===== config.mk =====
export PLATFORM = sky130hd
export DESIGN_NAME = fastq_base_quality_normalizer
export DESIGN_NICKNAME = d
export VERILOG_FILES = /design/src/hw/rtl/fqbqn_pkg.sv /design/src/hw/rtl/fastq_base_quality_normalizer.sv
export SDC_FILE = /design/constraint.sdc
export NUM_CORES = 1
export LEC_CHECK = 0
export ABC_CLOCK_PERIOD_IN_PS = 6000
export BUFFER_PORTS_ARGS = -buffer_cell sky130_fd_sc_hd__buf_2
export CAP_MARGIN = 20
export CORE_UTILIZATION = 60
export DETAILED_ROUTE_END_ITERATION = 10
export PLACE_DENSITY_LB_ADDON = 0.2
export SLEW_MARGIN = 10
export SYNTH_ARGS = -nofsm -noshare
export SYNTH_HDL_FRONTEND = slang
export SYNTH_SLANG_ARGS = --single-unit
export TNS_END_PERCENT = 50

===== constraint.sdc =====
create_clock -name clk_i -period 6 [get_ports clk_i]
set_clock_uncertainty 0.05 [all_clocks]
set_input_delay 1.2 -clock clk_i [delete_from_list [all_inputs] [get_ports clk_i]]
set_output_delay 1.2 -clock clk_i [all_outputs]
set_load 0.03 [all_outputs]

===== src/hw/rtl/fqbqn_pkg.sv =====
package fqbqn_pkg;

  localparam logic [1:0] ENC_SANGER   = 2'd0;
  localparam logic [1:0] ENC_SOLEXA   = 2'd1;
  localparam logic [1:0] ENC_ILLUMINA = 2'd2;

  localparam logic [1:0] CFG_QUALITY_ENCODING = 2'd0;
  localparam logic [1:0] CFG_MAX_READ_LENGTH  = 2'd1;
  localparam logic [1:0] CFG_MIN_READ_LENGTH  = 2'd2;

  localparam logic [1:0]  ENCODING_RESET = ENC_SOLEXA;
  localparam logic [15:0] MAX_LEN_RESET  = 16'd2048;
  localparam logic [15:0] MIN_LEN_RESET  = 16'd64;

  localparam logic [7:0] SANGER_FLOOR = 8'd33;
  localparam logic [7:0] SOLEXA_FLOOR = 8'd64;
  localparam logic [7:0] DIGIT_ZERO   = 8'd48;
  localparam logic [7:0] BASE_N       = 8'd78;
  localparam logic [15:0] COUNT_MAX   = 16'hFFFF;

  typedef struct packed {
    logic [7:0] base_char;
    logic [7:0] quality_char;
    logic       read_end;
  } fqbqn_in_t;

  typedef struct packed {
    logic [7:0]  base_out;
    logic [6:0]  quality_out;
    logic        kept;
    logic        quality_error;
    logic        last_out;
    logic [15:0] read_length;
    logic [15:0] error_total;
    logic        read_accepted;
  } fqbqn_out_t;

  function automatic logic [6:0] solexa_phred(input logic [4:0] x);
    logic [6:0] p;
    case (x)
      5'd0:    p = 7'd3;
      5'd1:    p = 7'd4;
      5'd2:    p = 7'd4;
      5'd3:    p = 7'd5;
      5'd4:    p = 7'd5;
      5'd5:    p = 7'd6;
      5'd6:    p = 7'd7;
      5'd7:    p = 7'd8;
      5'd8:    p = 7'd9;
      5'd9:    p = 7'd10;
      5'd10:   p = 7'd10;
      5'd11:   p = 7'd11;
      5'd12:   p = 7'd12;
      5'd13:   p = 7'd13;
      5'd14:   p = 7'd14;
      5'd15:   p = 7'd15;
      5'd16:   p = 7'd16;
      5'd17:   p = 7'd17;
      5'd18:   p = 7'd18;
      5'd19:   p = 7'd19;
      default: p = {2'b00, x};
    endcase
    return p;
  endfunction

  function automatic logic base_ok(input logic [7:0] c);
    logic ok;
    case (c)
      "A", "C", "G", "T", "N", "a", "c", "g", "t", "n": ok = 1'b1;
      default: ok = 1'b0;
    endcase
    return ok;
  endfunction

endpackage


===== src/hw/rtl/fastq_base_quality_normalizer.sv =====
// Results are registered in out_q, via skid_q while the output is stalled.
// One item per cycle unless stalled; per-read counters update at input accept.
// A two-entry output stage (result register plus skid register) keeps the
// input open for one item while a result is stalled.
// Reset: asynchronous, active low; counters and valids clear, configuration
// returns to Solexa encoding, max length 2048, min length 64.
module fastq_base_quality_normalizer
  import fqbqn_pkg::*;
#(
  parameter int QUALITY_CEILING = 60
) (
  input  logic       clk_i,
  input  logic       rst_ni,
  input  logic       in_valid_i,
  output logic       in_stall_o,
  input  fqbqn_in_t  in_data_i,
  output logic       out_valid_o,
  input  logic       out_stall_i,
  output fqbqn_out_t out_data_o,
  input  logic       cfg_valid_i,
  output logic       cfg_ready_o,
  input  logic [1:0] cfg_index_i,
  input  logic [15:0] cfg_data_i
);

  localparam logic [6:0] CeilingW = 7'(QUALITY_CEILING);

  logic [1:0]  encoding_q;
  logic [15:0] max_len_q, min_len_q;
  logic [15:0] pos_q, pos_d, err_cnt_q, err_cnt_d;
  logic        out_valid_q, skid_valid_q;
  fqbqn_out_t  out_q, skid_q, res;

  logic       in_acc, out_take, use_solexa_floor, err, kept;
  logic [7:0] floor_v, q_clamped, x8, qsum;
  logic [6:0] phred_raw, phred;
  logic [15:0] pos_inc, err_inc, len;

  assign cfg_ready_o = 1'b1;
  assign in_stall_o  = skid_valid_q;
  assign in_acc      = in_valid_i && !skid_valid_q;
  assign out_take    = out_valid_q && !out_stall_i;
  assign out_valid_o = out_valid_q;
  assign out_data_o  = out_q;

  always_comb begin
    use_solexa_floor = (encoding_q == ENC_SOLEXA) || (encoding_q == ENC_ILLUMINA);
    floor_v   = use_solexa_floor ? SOLEXA_FLOOR : SANGER_FLOOR;
    err       = (in_data_i.quality_char < floor_v) || in_data_i.quality_char[7];
    q_clamped = err ? floor_v : in_data_i.quality_char;
    x8        = q_clamped - floor_v;
    if ((encoding_q == ENC_SOLEXA) && (x8 < 8'd20)) begin
      phred_raw = solexa_phred(x8[4:0]);
    end else begin
      phred_raw = x8[6:0];
    end
    phred = (phred_raw > CeilingW) ? CeilingW : phred_raw;
    qsum  = {1'b0, phred} + DIGIT_ZERO;

    kept    = pos_q < max_len_q;
    pos_inc = (pos_q != COUNT_MAX) ? pos_q + 16'd1 : pos_q;
    err_inc = (kept && err && (err_cnt_q != COUNT_MAX)) ? err_cnt_q + 16'd1 : err_cnt_q;
    len     = (pos_inc < max_len_q) ? pos_inc : max_len_q;

    res = '0;
    if (base_ok(in_data_i.base_char)) begin
      res.base_out    = in_data_i.base_char;
      res.quality_out = qsum[6:0];
    end else begin
      res.base_out    = BASE_N;
      res.quality_out = DIGIT_ZERO[6:0];
    end
    res.kept          = kept;
    res.quality_error = err;
    res.last_out      = in_data_i.read_end;
    if (in_data_i.read_end) begin
      res.read_length   = len;
      res.error_total   = err_inc;
      res.read_accepted = len >= min_len_q;
      pos_d     = '0;
      err_cnt_d = '0;
    end else begin
      pos_d     = pos_inc;
      err_cnt_d = err_inc;
    end
  end

  always_ff @(posedge clk_i or negedge rst_ni) begin
    if (!rst_ni) begin
      encoding_q <= ENCODING_RESET;
      max_len_q  <= MAX_LEN_RESET;
      min_len_q  <= MIN_LEN_RESET;
    end else if (cfg_valid_i && cfg_ready_o) begin
      case (cfg_index_i)
        CFG_QUALITY_ENCODING: encoding_q <= cfg_data_i[1:0];
        CFG_MAX_READ_LENGTH:  max_len_q  <= cfg_data_i;
        CFG_MIN_READ_LENGTH:  min_len_q  <= cfg_data_i;
        default: ;
      endcase
    end
  end

  always_ff @(posedge clk_i or negedge rst_ni) begin
    if (!rst_ni) begin
      pos_q     <= '0;
      err_cnt_q <= '0;
    end else if (in_acc) begin
      pos_q     <= pos_d;
      err_cnt_q <= err_cnt_d;
    end
  end

  always_ff @(posedge clk_i or negedge rst_ni) begin
    if (!rst_ni) begin
      out_valid_q  <= 1'b0;
      skid_valid_q <= 1'b0;
    end else if (out_take || !out_valid_q) begin
      if (skid_valid_q) begin
        out_valid_q  <= 1'b1;
        skid_valid_q <= 1'b0;
      end else begin
        out_valid_q <= in_acc;
      end
    end else if (in_acc) begin
      skid_valid_q <= 1'b1;
    end
  end

  always_ff @(posedge clk_i) begin
    if (out_take || !out_valid_q) begin
      if (skid_valid_q) begin
        out_q <= skid_q;
      end else if (in_acc) begin
        out_q <= res;
      end
    end else if (in_acc) begin
      skid_q <= res;
    end
  end

endmodule


Word-level counts from Yosys, hierarchy flattened
Cells that the tools add are included.
- mux-type cells: 18
- reduce and logical (&&, ||, !) cells: 24
- equal/unequal tests: 35
- order comparisons: 6
- bitwise gates (word level): 1
- add/sub/neg operators: 4
- operators with widths (operator ; number):
    51-bit two-way mux ; 2
    5-bit case mux with 17 select lines ; 1
    8-bit by 7-bit == test with 1-bit output, second input constant ; 10
    16-bit two-way mux ; 5
    5-bit by 4-bit == test with 1-bit output, second input constant ; 8
    33-bit two-way mux ; 1
    16-bit by 1-bit adder with 16-bit output, second input constant ; 2
    16-bit less-than comparator ; 2
    16-bit inequality test, second input constant ; 2
    7-bit two-way mux ; 3
    5-bit by 3-bit == test with 1-bit output, second input constant ; 4
    5-bit == test, second input constant ; 4
    16-bit greater-or-equal comparator ; 1
    15-bit two-way mux ; 1
    5-bit by 2-bit == test with 1-bit output, second input constant ; 2
    2-bit AND reduction ; 5
    10-bit OR reduction ; 1
    8-bit by 5-bit less-than comparator with 1-bit output, second input constant ; 1
    8-bit by 7-bit less-than comparator with 1-bit output ; 1
    8-bit two-way mux ; 1
    8-bit by 7-bit subtractor with 8-bit output ; 1
    7-bit by 6-bit adder with 7-bit output, second input constant ; 1
    7-bit by 6-bit > comparator with 1-bit output, second input constant ; 1
    2-bit OR reduction ; 3
    11 further kinds ; 25
- register bits: 170
- logic and storage cells: 111
- output and inout bits: 54
- input port bits: 40

Longest topological paths before layout
Gate-level depths: netlist of the first run.
- depth in word-level cells: 17
- depth in mapped cells: 25
- gate-level depth less buffers: 23

Least setup slack after synthesis of the first run
OpenSTA, ideal clock, no wires.
- kind: flip-flop to flip-flop
- start: register pos_q[2]
- end: register out_q, in the netlist out_data_o[0] (data pin)
- period minus slack after synthesis: 5.380 ns
- arrival: 5.070 ns
- path buffers: 3
- stages on the path, launching flop included: 25
- slack: 0.620 ns
- cells stage by stage: dfrtp_1 > buf_2 > and4_1 > and3_1 > nand4_1 > and3_1 > clkbuf_1 > nand2_1 > xnor2_1 > ha_1 > a2111oi_0 > o21ai_0 > a221oi_1 > o21ai_0 > nand2_1 > buf_2 > mux2i_1 > inv_1 > ha_1 > a21o_1 > a21o_1 > a211oi_1 > o211ai_1 > a31o_2 > mux2_2
- RTL lines (item ; line ; text):
    start: declaration ; fastq_base_quality_normalizer.sv:30 ; logic [15:0] pos_q, pos_d, err_cnt_q, err_cnt_d;
    start signal: assignment ; fastq_base_quality_normalizer.sv:108 ; pos_q <= pos_d;
    end signal: assignment ; fastq_base_quality_normalizer.sv:132 ; out_q <= skid_q;
    end signal: assignment ; fastq_base_quality_normalizer.sv:134 ; out_q <= res;
    end: declaration ; fastq_base_quality_normalizer.sv:32 ; fqbqn_out_t out_q, skid_q, res;

==> results of run 1 <==
[synth_stat cells, drive strengths merged, types with 3 or more instances]
cell type / number
nand3b: 3
dfrtp: 65
buf: 8
nand2: 87
a211oi: 4
nand2b: 6
nor2: 68
nor3: 6
a31oi: 6
o21ai: 66
a31o: 4
xor2: 17
ha: 55
dfstp: 3
a2111oi: 4
xnor2: 13
mux2i: 30
nand4: 14
mux2: 53
and2: 14
o31ai: 11
or4: 3
edfxtp: 102
nand3: 20
a22o: 15
a21oi: 18
inv: 58
and3: 12
a21o: 13
clkbuf: 29
nor2b: 3
[worst max-delay path: cells and delay by family (launching register included)]
kind	cells	cell delay [ps]
AO/OA/AOI/OAI	9	2010
AND/OR/NAND/NOR	6	1150
adder cells (fa/ha/maj)	2	610
multiplexers	2	600
flip-flops	1	460
buffers and inverters	2	320
XOR/XNOR	1	250
[logic make-up after synthesis]
kind of cell               after synthesis  share of synthesized area
and+or+nand+nor                        247                      0.126
DFF                                    170                      0.513
AOI/OAI and AO/OA                      164                      0.121
buffers and inverters                   95                     0.0396
muxes                                   83                     0.0966
adders and majority gates               55                     0.0741
xor gates and xnor gates                30                     0.0283
other                                    2                   0.000809
[timing repair]
| item | in CTS | in global routing |
|---|---|---|
| hold endpoints to repair | 0 | 0 |
| endpoints found under the setup margin | 0 | 1 |
| buffers inserted | 0 | 0 |
| resized for setup | 0 | 6 |
[area by class of cell]
type                       instances  area, µm²  area share
tap                              188        235      0.0222
clock buffer                      17        425      0.0401
timing repair buffer             105        562      0.0529
sequential                       170       4770       0.450
inverter                          58        218      0.0205
clock inverter                    15        213      0.0200
multi-input combinational        582       4190       0.395
[power by group through the flow]
stage / registers [mW] / logic (mW) / clock network [mW]
finish: 1.45 / 0.834 / 1.19
global route: 1.46 / 0.924 / 1.24
floorplan: 1.51 / 0.550 / 0
global placement: 1.46 / 0.798 / 0
CTS: 1.45 / 0.823 / 1.20
detailed placement: 1.47 / 0.809 / 0
[final timing paths]
kind | startpoint | endpoint | slack [ps] | cells past startpoint
min in group asynchronous | rst_ni | err_cnt_q[9] | 610 | 1
worst min-delay path | min_len_q[5] | min_len_q[5] | 460 | 1
worst max register to register | pos_q[3] | out_data_o[0] | 280 | 22
worst max-delay path | pos_q[3] | out_data_o[0] | 280 | 22
max in group asynchronous | rst_ni | encoding_q[1] | 4250 | 2
worst min register to register | min_len_q[5] | min_len_q[5] | 460 | 1
[metrics by stage]
stage,utilization,setup WS [ps],hold slack (ps),instances
after global placement,0.657,612,436,1103
after global routing,0.701,11.7,465,1135
final,0.701,275,459,1135
after floorplan,-,620,427,847
after CTS,0.699,340,454,1135
after detailed placement,0.657,419,438,1103
[metal layers]
layer  vias up  global-route usage
met5         -                   0
met3        36              0.0481
li1       3232                   -
met4         0               0.108
met2       213               0.437
met1      3265               0.365
[registers in the layout, summed over array words and instances, names as in the netlist]
signal and count:
encoding_q 2, max_len_q 16, err_cnt_q 16, pos_q 16, skid_q 51, in_stall_o 1, min_len_q 16, out_valid_o 1
out_data_o 51
==> qor.yml, run 1 <==
run_status:
  outcome: "finished, final reports clean"
cts:
  cts-root-buf: "clkbuf_16"
  cts_buffer_depth: 2
  clock-sinks: 170
  ctsHtreeMaxLevel: 4
  cts.reportedPaths.clkPinSlew_ps: 70
  cts_inserted_buffers: 17
  cts_hold_buffers: 0
  clk_latency_ps: 430
  cts_tree: "built"
detailed_routing:
  wl_met3_um: 997
  route.detailed.drc: 0
  dr_total_vias: 6746
  drt-wirelength-per-cell_um: 18.2
  drt_pass1_iterations: 5
  postRouteAntennaNets: 0
  drt_iter0_drc: 574
  m1WireLength_mm: 9.41
  routed_wl_mm: 20.7
  met2WireLength_mm: 9.77
  routed_via_density: 5.94
  top_layer_used: "met4"
final_layout:
  final_area_um2: 10600
  final_common_cell: "edfxtp_1"
  layout_common_cells: "edfxtp_1 (102), buf_2 (92), nand2_1 (86)"
  area_growth_pct: 14.2
  diodes: 0
  final_nets: 1029
  n_fill_cell: 1052
  final_layout_size_suffix_gt1_frac: 0.228
die:
  pin_count: 94
  rows: 45
  coreArea_um2: 15100
  die_h_um: 126
  die-area_um2: 16000
  initial_core_util: 0.613
  die_w_um: 126
power:
  seqPwrFrac: 0.417
  switching_power_mw: 1.08
  swShare: 0.312
  leakage_nw: 4.83
  ir_drop_mv: 0.202
  intPower_mw: 2.39
  power_density_nw_per_um2: 327
  power_frac_clock: 0.343
  p_total_mw: 3.47
  p_comb_frac: 0.240
timing:
  rsz0062_at_grt: "false"
  relSlewSlack: 0.336
  period_share: 0.954
  max_freq_mhz: 175
  finalSetupViolCount: 0
  fin_tns_setup_ps: 0
  min_period_ps: 5720
  maxSlewViolCount: 0
  worst_slew_pin_slew_ps: 992
  final_hold_viol_count: 0
worst_setup_path:
  worstPathArrival_ps: 5860
  cp_max_fo: 14
  timing.critical_path.cells: "and4_1 -> and3_1 -> nand4_1 -> and3_1 -> nand2_1 -> xnor2_1 -> ha_1 -> a2111oi_1 -> o21ai_0 -> a221oi_1 -> o21ai_0 -> nand2_1 -> buf_6 -> mux2i_1 -> inv_1 -> ha_1 -> a21o_1 -> a21o_1 -> a21oi_1 -> o21ai_0 -> a31o_2 -> mux2_2"
  cpPeakStageDelay_ps: 460
  worstSetupEndpointType: "register"
  start_kind: "register"
  slowest_stage: "dfrtp_1"
  required_ps: 6130
  path_class: "register to register"
  cp_common_cell: "o21ai_0"
synth:
  yosys.area.top_type: "edfxtp_1"
  synth_area_leaders: "edfxtp_1 (33%), dfrtp_1 (18%), ha_1 (7.4%)"
  ys.flop_type: "edfxtp_1"
  synth.distinct_cells: 75
  yosysTopAreaCellShare: 0.330
  yosysWarnings: 0
  syn_area_um2: 9290
  syn-instance-count: 846
  synth_edf_count: 102
  synthArstFlopShare: 0.400
  seq_area_frac_synth: 0.513
  ys_seq_elements: 170
  syn_area_per_cell_um2: 11.0
hold_path:
  worstHoldPathType: "register to register"
grt:
  grt_pass1_wl_mm: 33.3
  grt_pass1_vias: 6392
  grt_max_degree: 56
  grt_usage: 0.271
  antenna_found_initial: 0
  grt-ovfl-total: 0
placement:
  gp_congestion: 0.907
  dp_hpwl_mm: 14.3
  port_buffers: 92
  place_area_um2: 9950
flow_run:
  drv_cap: 0
Power figures use the tool's default switching activity.
==> run 2: changes to the inputs <==
--- a/config.mk
+++ b/config.mk
@@ -5,10 +5,11 @@
 export SDC_FILE = /design/constraint.sdc
 export NUM_CORES = 1
 export LEC_CHECK = 0
-export ABC_CLOCK_PERIOD_IN_PS = 6000
+export ABC_CLOCK_PERIOD_IN_PS = 6550
 export BUFFER_PORTS_ARGS = -buffer_cell sky130_fd_sc_hd__buf_2
 export CAP_MARGIN = 20
 export CORE_UTILIZATION = 60
+export CTS_BUF_LIST = sky130_fd_sc_hd__clkbuf_8
 export DETAILED_ROUTE_END_ITERATION = 10
 export PLACE_DENSITY_LB_ADDON = 0.2
 export SLEW_MARGIN = 10
==> constraint.sdc (replaced) <==
create_clock -name clk_i -period 6.55 [get_ports clk_i]
set_clock_uncertainty 0.05 [all_clocks]
set_input_delay 1.31 -clock clk_i [delete_from_list [all_inputs] [get_ports clk_i]]
set_output_delay 1.31 -clock clk_i [all_outputs]
set_load 0.03 [all_outputs]
==> qor.yml, run 2 (synthesized netlist as in run 1, its figures left out) <==
die:
  rows: 45
  die_w_um: 126
  die-area_um2: 16000
  coreArea_um2: 15100
  initial_core_util: 0.613
  die_h_um: 126
  pin_count: 94
final_layout:
  final_nets: 1025
  final_layout_size_suffix_gt1_frac: 0.220
  multiInputGateArea_um2: 4170
  final_common_cell: "edfxtp_1"
  stdcell_count: 1131
  layout_common_cells: "edfxtp_1 (102), buf_2 (92), nand2_1 (86)"
  seq_area_um2: 4770
  n_fill_cell: 1115
  area_growth_pct: 11.1
  diodes: 0
placement:
  dp_hpwl_mm: 13.6
  gp_congestion: 0.924
  dp.cells: 1099
  port_buffers: 92
  dpl_worst_slack_ps: 596
grt:
  antenna_found_initial: 0
  grt_pass1_wl_mm: 31.8
  grt-ovfl-total: 0
  grt_max_degree: 69
  grt_pass1_vias: 6205
  grt_usage: 0.259
hold_path:
  worstHoldPathType: "register to register"
worst_setup_path:
  cp_common_cell: "a21o_1"
  slowest_stage: "dfrtp_1"
  path_class: "register to register"
  required_ps: 6730
  cp_max_fo: 10
  start_kind: "register"
  timing.critical_path.cells: "and4_1 -> and3_1 -> nand4_1 -> and3_1 -> nand2_1 -> xnor2_1 -> ha_1 -> a2111oi_0 -> o21ai_0 -> a221oi_1 -> o21ai_0 -> nand2_1 -> mux2i_1 -> ha_1 -> nand2b_1 -> a21o_1 -> a21o_1 -> a21o_1 -> a211oi_1 -> o211ai_1 -> a31o_2 -> mux2_2"
  cpLargestDelayFamily: "compound AO/OA/AOI/OAI gates"
  worstSetupEndpointType: "register"
  cp.buffers_inverters: 0
  cpPeakStageDelay_ps: 510
  worstPathArrival_ps: 6370
power:
  leakage_nw: 4.71
  p_total_mw: 2.80
  power_frac_clock: 0.264
  swShare: 0.340
  ir_drop_mv: 0.159
  seqPwrFrac: 0.472
  switching_power_mw: 0.954
  p_comb_frac: 0.265
  intPower_mw: 1.85
  power_density_nw_per_um2: 272
cts:
  clock-sinks: 170
  cts_tree: "built"
  cts_hold_buffers: 0
  cts.reportedPaths.clkPinSlew_ps: 100
  cts_buffer_depth: 2
  ctsHtreeMaxLevel: 4
  postCtsSetupBuffers: 0
  clk_latency_ps: 480
  cts_resized: 0
  cts-root-buf: "clkbuf_8"
  cts_inserted_buffers: 17
timing:
  worst_slack_ps: 362
  max_freq_mhz: 162
  worst_slew_pin_slew_ps: 988
  finalSetupViolCount: 0
  period_share: 0.945
  fin_tns_setup_ps: 0
  rsz0062_at_grt: "false"
  maxSlewViolCount: 0
  relSlewSlack: 0.339
  final_hold_viol_count: 0
  min_period_ps: 6190
detailed_routing:
  dr_total_vias: 6668
  drt-wirelength-per-cell_um: 17.2
  routed_via_density: 5.90
  route.detailed.drc: 0
  postRouteAntennaNets: 0
  drt_pass1_iterations: 5
  routed_wl_mm: 19.5
  drt_iter0_drc: 506
run_status:
  outcome: "finished, final reports clean"
flow_run:
  drv_cap: 0
-- run 2: worst paths after layout --
check | start | depth (start not counted) | end | slack, ps
setup / recovery | pos_q[2] | 22 | out_data_o[0] | 360
hold reg to reg | min_len_q[5] | 1 | min_len_q[5] | 460
setup reg to reg | pos_q[2] | 22 | out_data_o[0] | 360
max in group asynchronous | rst_ni | 2 | max_len_q[3] | 4860
min in group asynchronous | rst_ni | 2 | err_cnt_q[8] | 960
hold / removal | min_len_q[5] | 1 | min_len_q[5] | 460
-- run 2: area by class of cell --
class / count / area share
Timing Repair Buffer: 101 / 0.0512
Sequential cell: 170 / 0.462
Clock buffer: 17 / 0.0227
Inverter: 58 / 0.0211
Multi-Input combinational cell: 582 / 0.404
Clock inverter: 15 / 0.0158
Tap cell: 188 / 0.0228
-- run 2: metrics by stage --
step                      hold slack (ps)   util  area [µm²]
after floorplan                       427      -        9290
after global placement                435  0.655        9920
after detailed placement              444  0.655        9920
after CTS                             462  0.681       10300
after global routing                  482  0.681       10300
final                                 462  0.681       10300
-- run 2: layer usage --
layer | GRT usage | vias up | routed length, µm
met3 | 0.0544 | 40 | 1070
met2 | 0.405 | 238 | 9030
li1 | - | 3224 | -
met5 | 0 | - | 0
met4 | 0.0900 | 0 | 393
met1 | 0.362 | 3166 | 8990
-- run 2: power by group through the flow --
stage,sequential (mW),clock [mW],combinational [mW]
CTS,1.32,0.753,0.739
floorplan,1.38,0,0.504
detailed placement,1.34,0,0.732
global route,1.33,0.793,0.832
finish,1.32,0.739,0.742
global placement,1.34,0,0.725
==> run 3: changes to the inputs <==
--- a/config.mk
+++ b/config.mk
@@ -6,7 +6,7 @@
 export NUM_CORES = 1
 export LEC_CHECK = 0
 export ABC_CLOCK_PERIOD_IN_PS = 6550
-export BUFFER_PORTS_ARGS = -buffer_cell sky130_fd_sc_hd__buf_2
+export BUFFER_PORTS_ARGS = -buffer_cell sky130_fd_sc_hd__buf_4
 export CAP_MARGIN = 20
 export CORE_UTILIZATION = 60
 export CTS_BUF_LIST = sky130_fd_sc_hd__clkbuf_8
==> qor.yml, run 3 (synthesized netlist as in run 1, its figures left out) <==
grt:
  grt_max_degree: 69
  grt_usage: 0.274
  antenna_found_initial: 0
  grt_pass1_vias: 6693
  grt_pass1_wl_mm: 33.7
  grt-ovfl-total: 0
worst_setup_path:
  required_ps: 6730
  path_class: "register to register"
  r2r_cells: 22
  cp_max_fo: 9
  slowest_stage: "dfrtp_1"
  cpPeakStageDelay_ps: 500
  start_kind: "register"
  worstPathArrival_ps: 6260
  cp.depth: 22
  cp_common_cell: "a21o_1"
  critPathCapture: "out_data_o[0]"
  r2r-start: "pos_q[2]"
  cpLargestDelayFamily: "compound AO/OA/AOI/OAI gates"
  worstSetupEndpointType: "register"
  crit_start: "pos_q[2]"
  rr_endpoint: "out_data_o[0]"
  r2r_slack_ps: 470
  timing.critical_path.cells: "and4_1 -> and3_1 -> nand4_1 -> and3_1 -> nand2_1 -> xnor2_1 -> ha_1 -> a2111oi_0 -> o21ai_0 -> a221oi_1 -> o21ai_0 -> nand2_1 -> mux2i_1 -> ha_1 -> nand2b_1 -> a21o_1 -> a21o_1 -> a21o_1 -> a211oi_1 -> o211ai_1 -> a31o_2 -> mux2_2"
  cp.buffers_inverters: 0
die:
  die_h_um: 126
  die-area_um2: 16000
  initial_core_util: 0.613
  die_w_um: 126
  coreArea_um2: 15100
  pin_count: 94
  rows: 45
final_layout:
  n_fill_cell: 1122
  layout_common_cells: "edfxtp_1 (102), buf_4 (100), nand2_1 (86)"
  final_common_cell: "edfxtp_1"
  final_layout_size_suffix_gt1_frac: 0.220
  final_nets: 1024
  diodes: 0
  area_growth_pct: 13.2
power:
  ir_drop_mv: 0.154
  seqPwrFrac: 0.471
  switching_power_mw: 0.981
  leakage_nw: 4.77
  swShare: 0.348
  power_density_nw_per_um2: 268
  p_comb_frac: 0.281
  p_total_mw: 2.81
  power_frac_clock: 0.248
  intPower_mw: 1.83
detailed_routing:
  dr_total_vias: 6792
  drt_iter0_drc: 611
  drt_pass1_iterations: 6
  drt-wirelength-per-cell_um: 18.5
  postRouteAntennaNets: 0
  routed_via_density: 6.01
  route.detailed.drc: 0
  routed_wl_mm: 20.9
timing:
  min_period_ps: 6080
  period_share: 0.928
  rsz0062_at_grt: "false"
  finalSetupViolCount: 0
  maxSlewViolCount: 0
  fin_tns_setup_ps: 0
  worst_slew_pin_slew_ps: 931
  max_freq_mhz: 165
  relSlewSlack: 0.377
  final_hold_viol_count: 0
placement:
  port_buffers: 92
  gp_congestion: 0.900
  dp_hpwl_mm: 15.2
cts:
  cts_tree: "built"
  cts_resized: 0
  cts.reportedPaths.clkPinSlew_ps: 100
  cts_inserted_buffers: 17
  postCtsSetupBuffers: 0
  ctsHtreeMaxLevel: 4
  cts_buffer_depth: 2
  clock-sinks: 170
  clk_latency_ps: 470
  cts_hold_buffers: 0
  cts-root-buf: "clkbuf_8"
flow_run:
  drv_cap: 0
hold_path:
  worstHoldPathType: "register to register"
run_status:
  outcome: "finished, final reports clean"
[run 3: worst reg2reg max path: cells and delay by family, from the launching register on]
kind | cells | cell delay (ps)
mux | 2 | 590
xor+xnor | 1 | 210
compound gates | 10 | 2230
fa+ha+maj | 2 | 600
simple gates | 7 | 1670
flops | 1 | 500
[run 3: worst min-delay path by stage]
stage | cells after the start | slack, ps | to | start
4_1_cts | 1 | 470 | min_len_q[15] | min_len_q[15]
3_3_place_gp | 1 | 430 | out_data_o[49] | skid_q[49]
3_5_place_dp | 1 | 440 | out_data_o[49] | skid_q[49]
5_1_grt | 1 | 480 | min_len_q[15] | min_len_q[15]
6_report | 1 | 470 | min_len_q[15] | min_len_q[15]
2_1_floorplan | 1 | 430 | out_data_o[49] | skid_q[49]
[run 3: through the flow]
step	utilization	hold WS, ps	cells	area, µm²	worst slack (ps)
floorplan	-	427	847	9290	1170
global placement	0.670	433	1098	10100	831
detailed placement	0.670	438	1098	10100	592
CTS	0.694	468	1130	10500	522
global route	0.694	484	1130	10500	118
finish	0.694	466	1130	10500	474
[run 3: power groups by stage]
stage,Combinational [mW],Sequential [mW],Clock (mW)
detailed placement,0.772,1.35,0
global route,0.868,1.34,0.755
global placement,0.738,1.34,0
CTS,0.781,1.33,0.711
floorplan,0.504,1.38,0
finish,0.790,1.33,0.698
[run 3: area by class of cell]
cell class	count	area [µm²]	area share
Multi-Input combinational cell	582	4170	0.397
Clock buffer	17	234	0.0223
Timing Repair Buffer	100	751	0.0714
Clock inverter	15	134	0.0127
Inverter	58	218	0.0207
Tap cell	188	235	0.0224
Sequential cell	170	4770	0.454
[run 3: metal layers]
layer / global-route usage / wire length, µm / vias to the layer above
met5: 0 / 0 / -
met1: 0.353 / 8900 / 3269
met4: 0.115 / 661 / 0
met3: 0.0523 / 1100 / 49
met2: 0.455 / 10200 / 261
li1: - / - / 3213
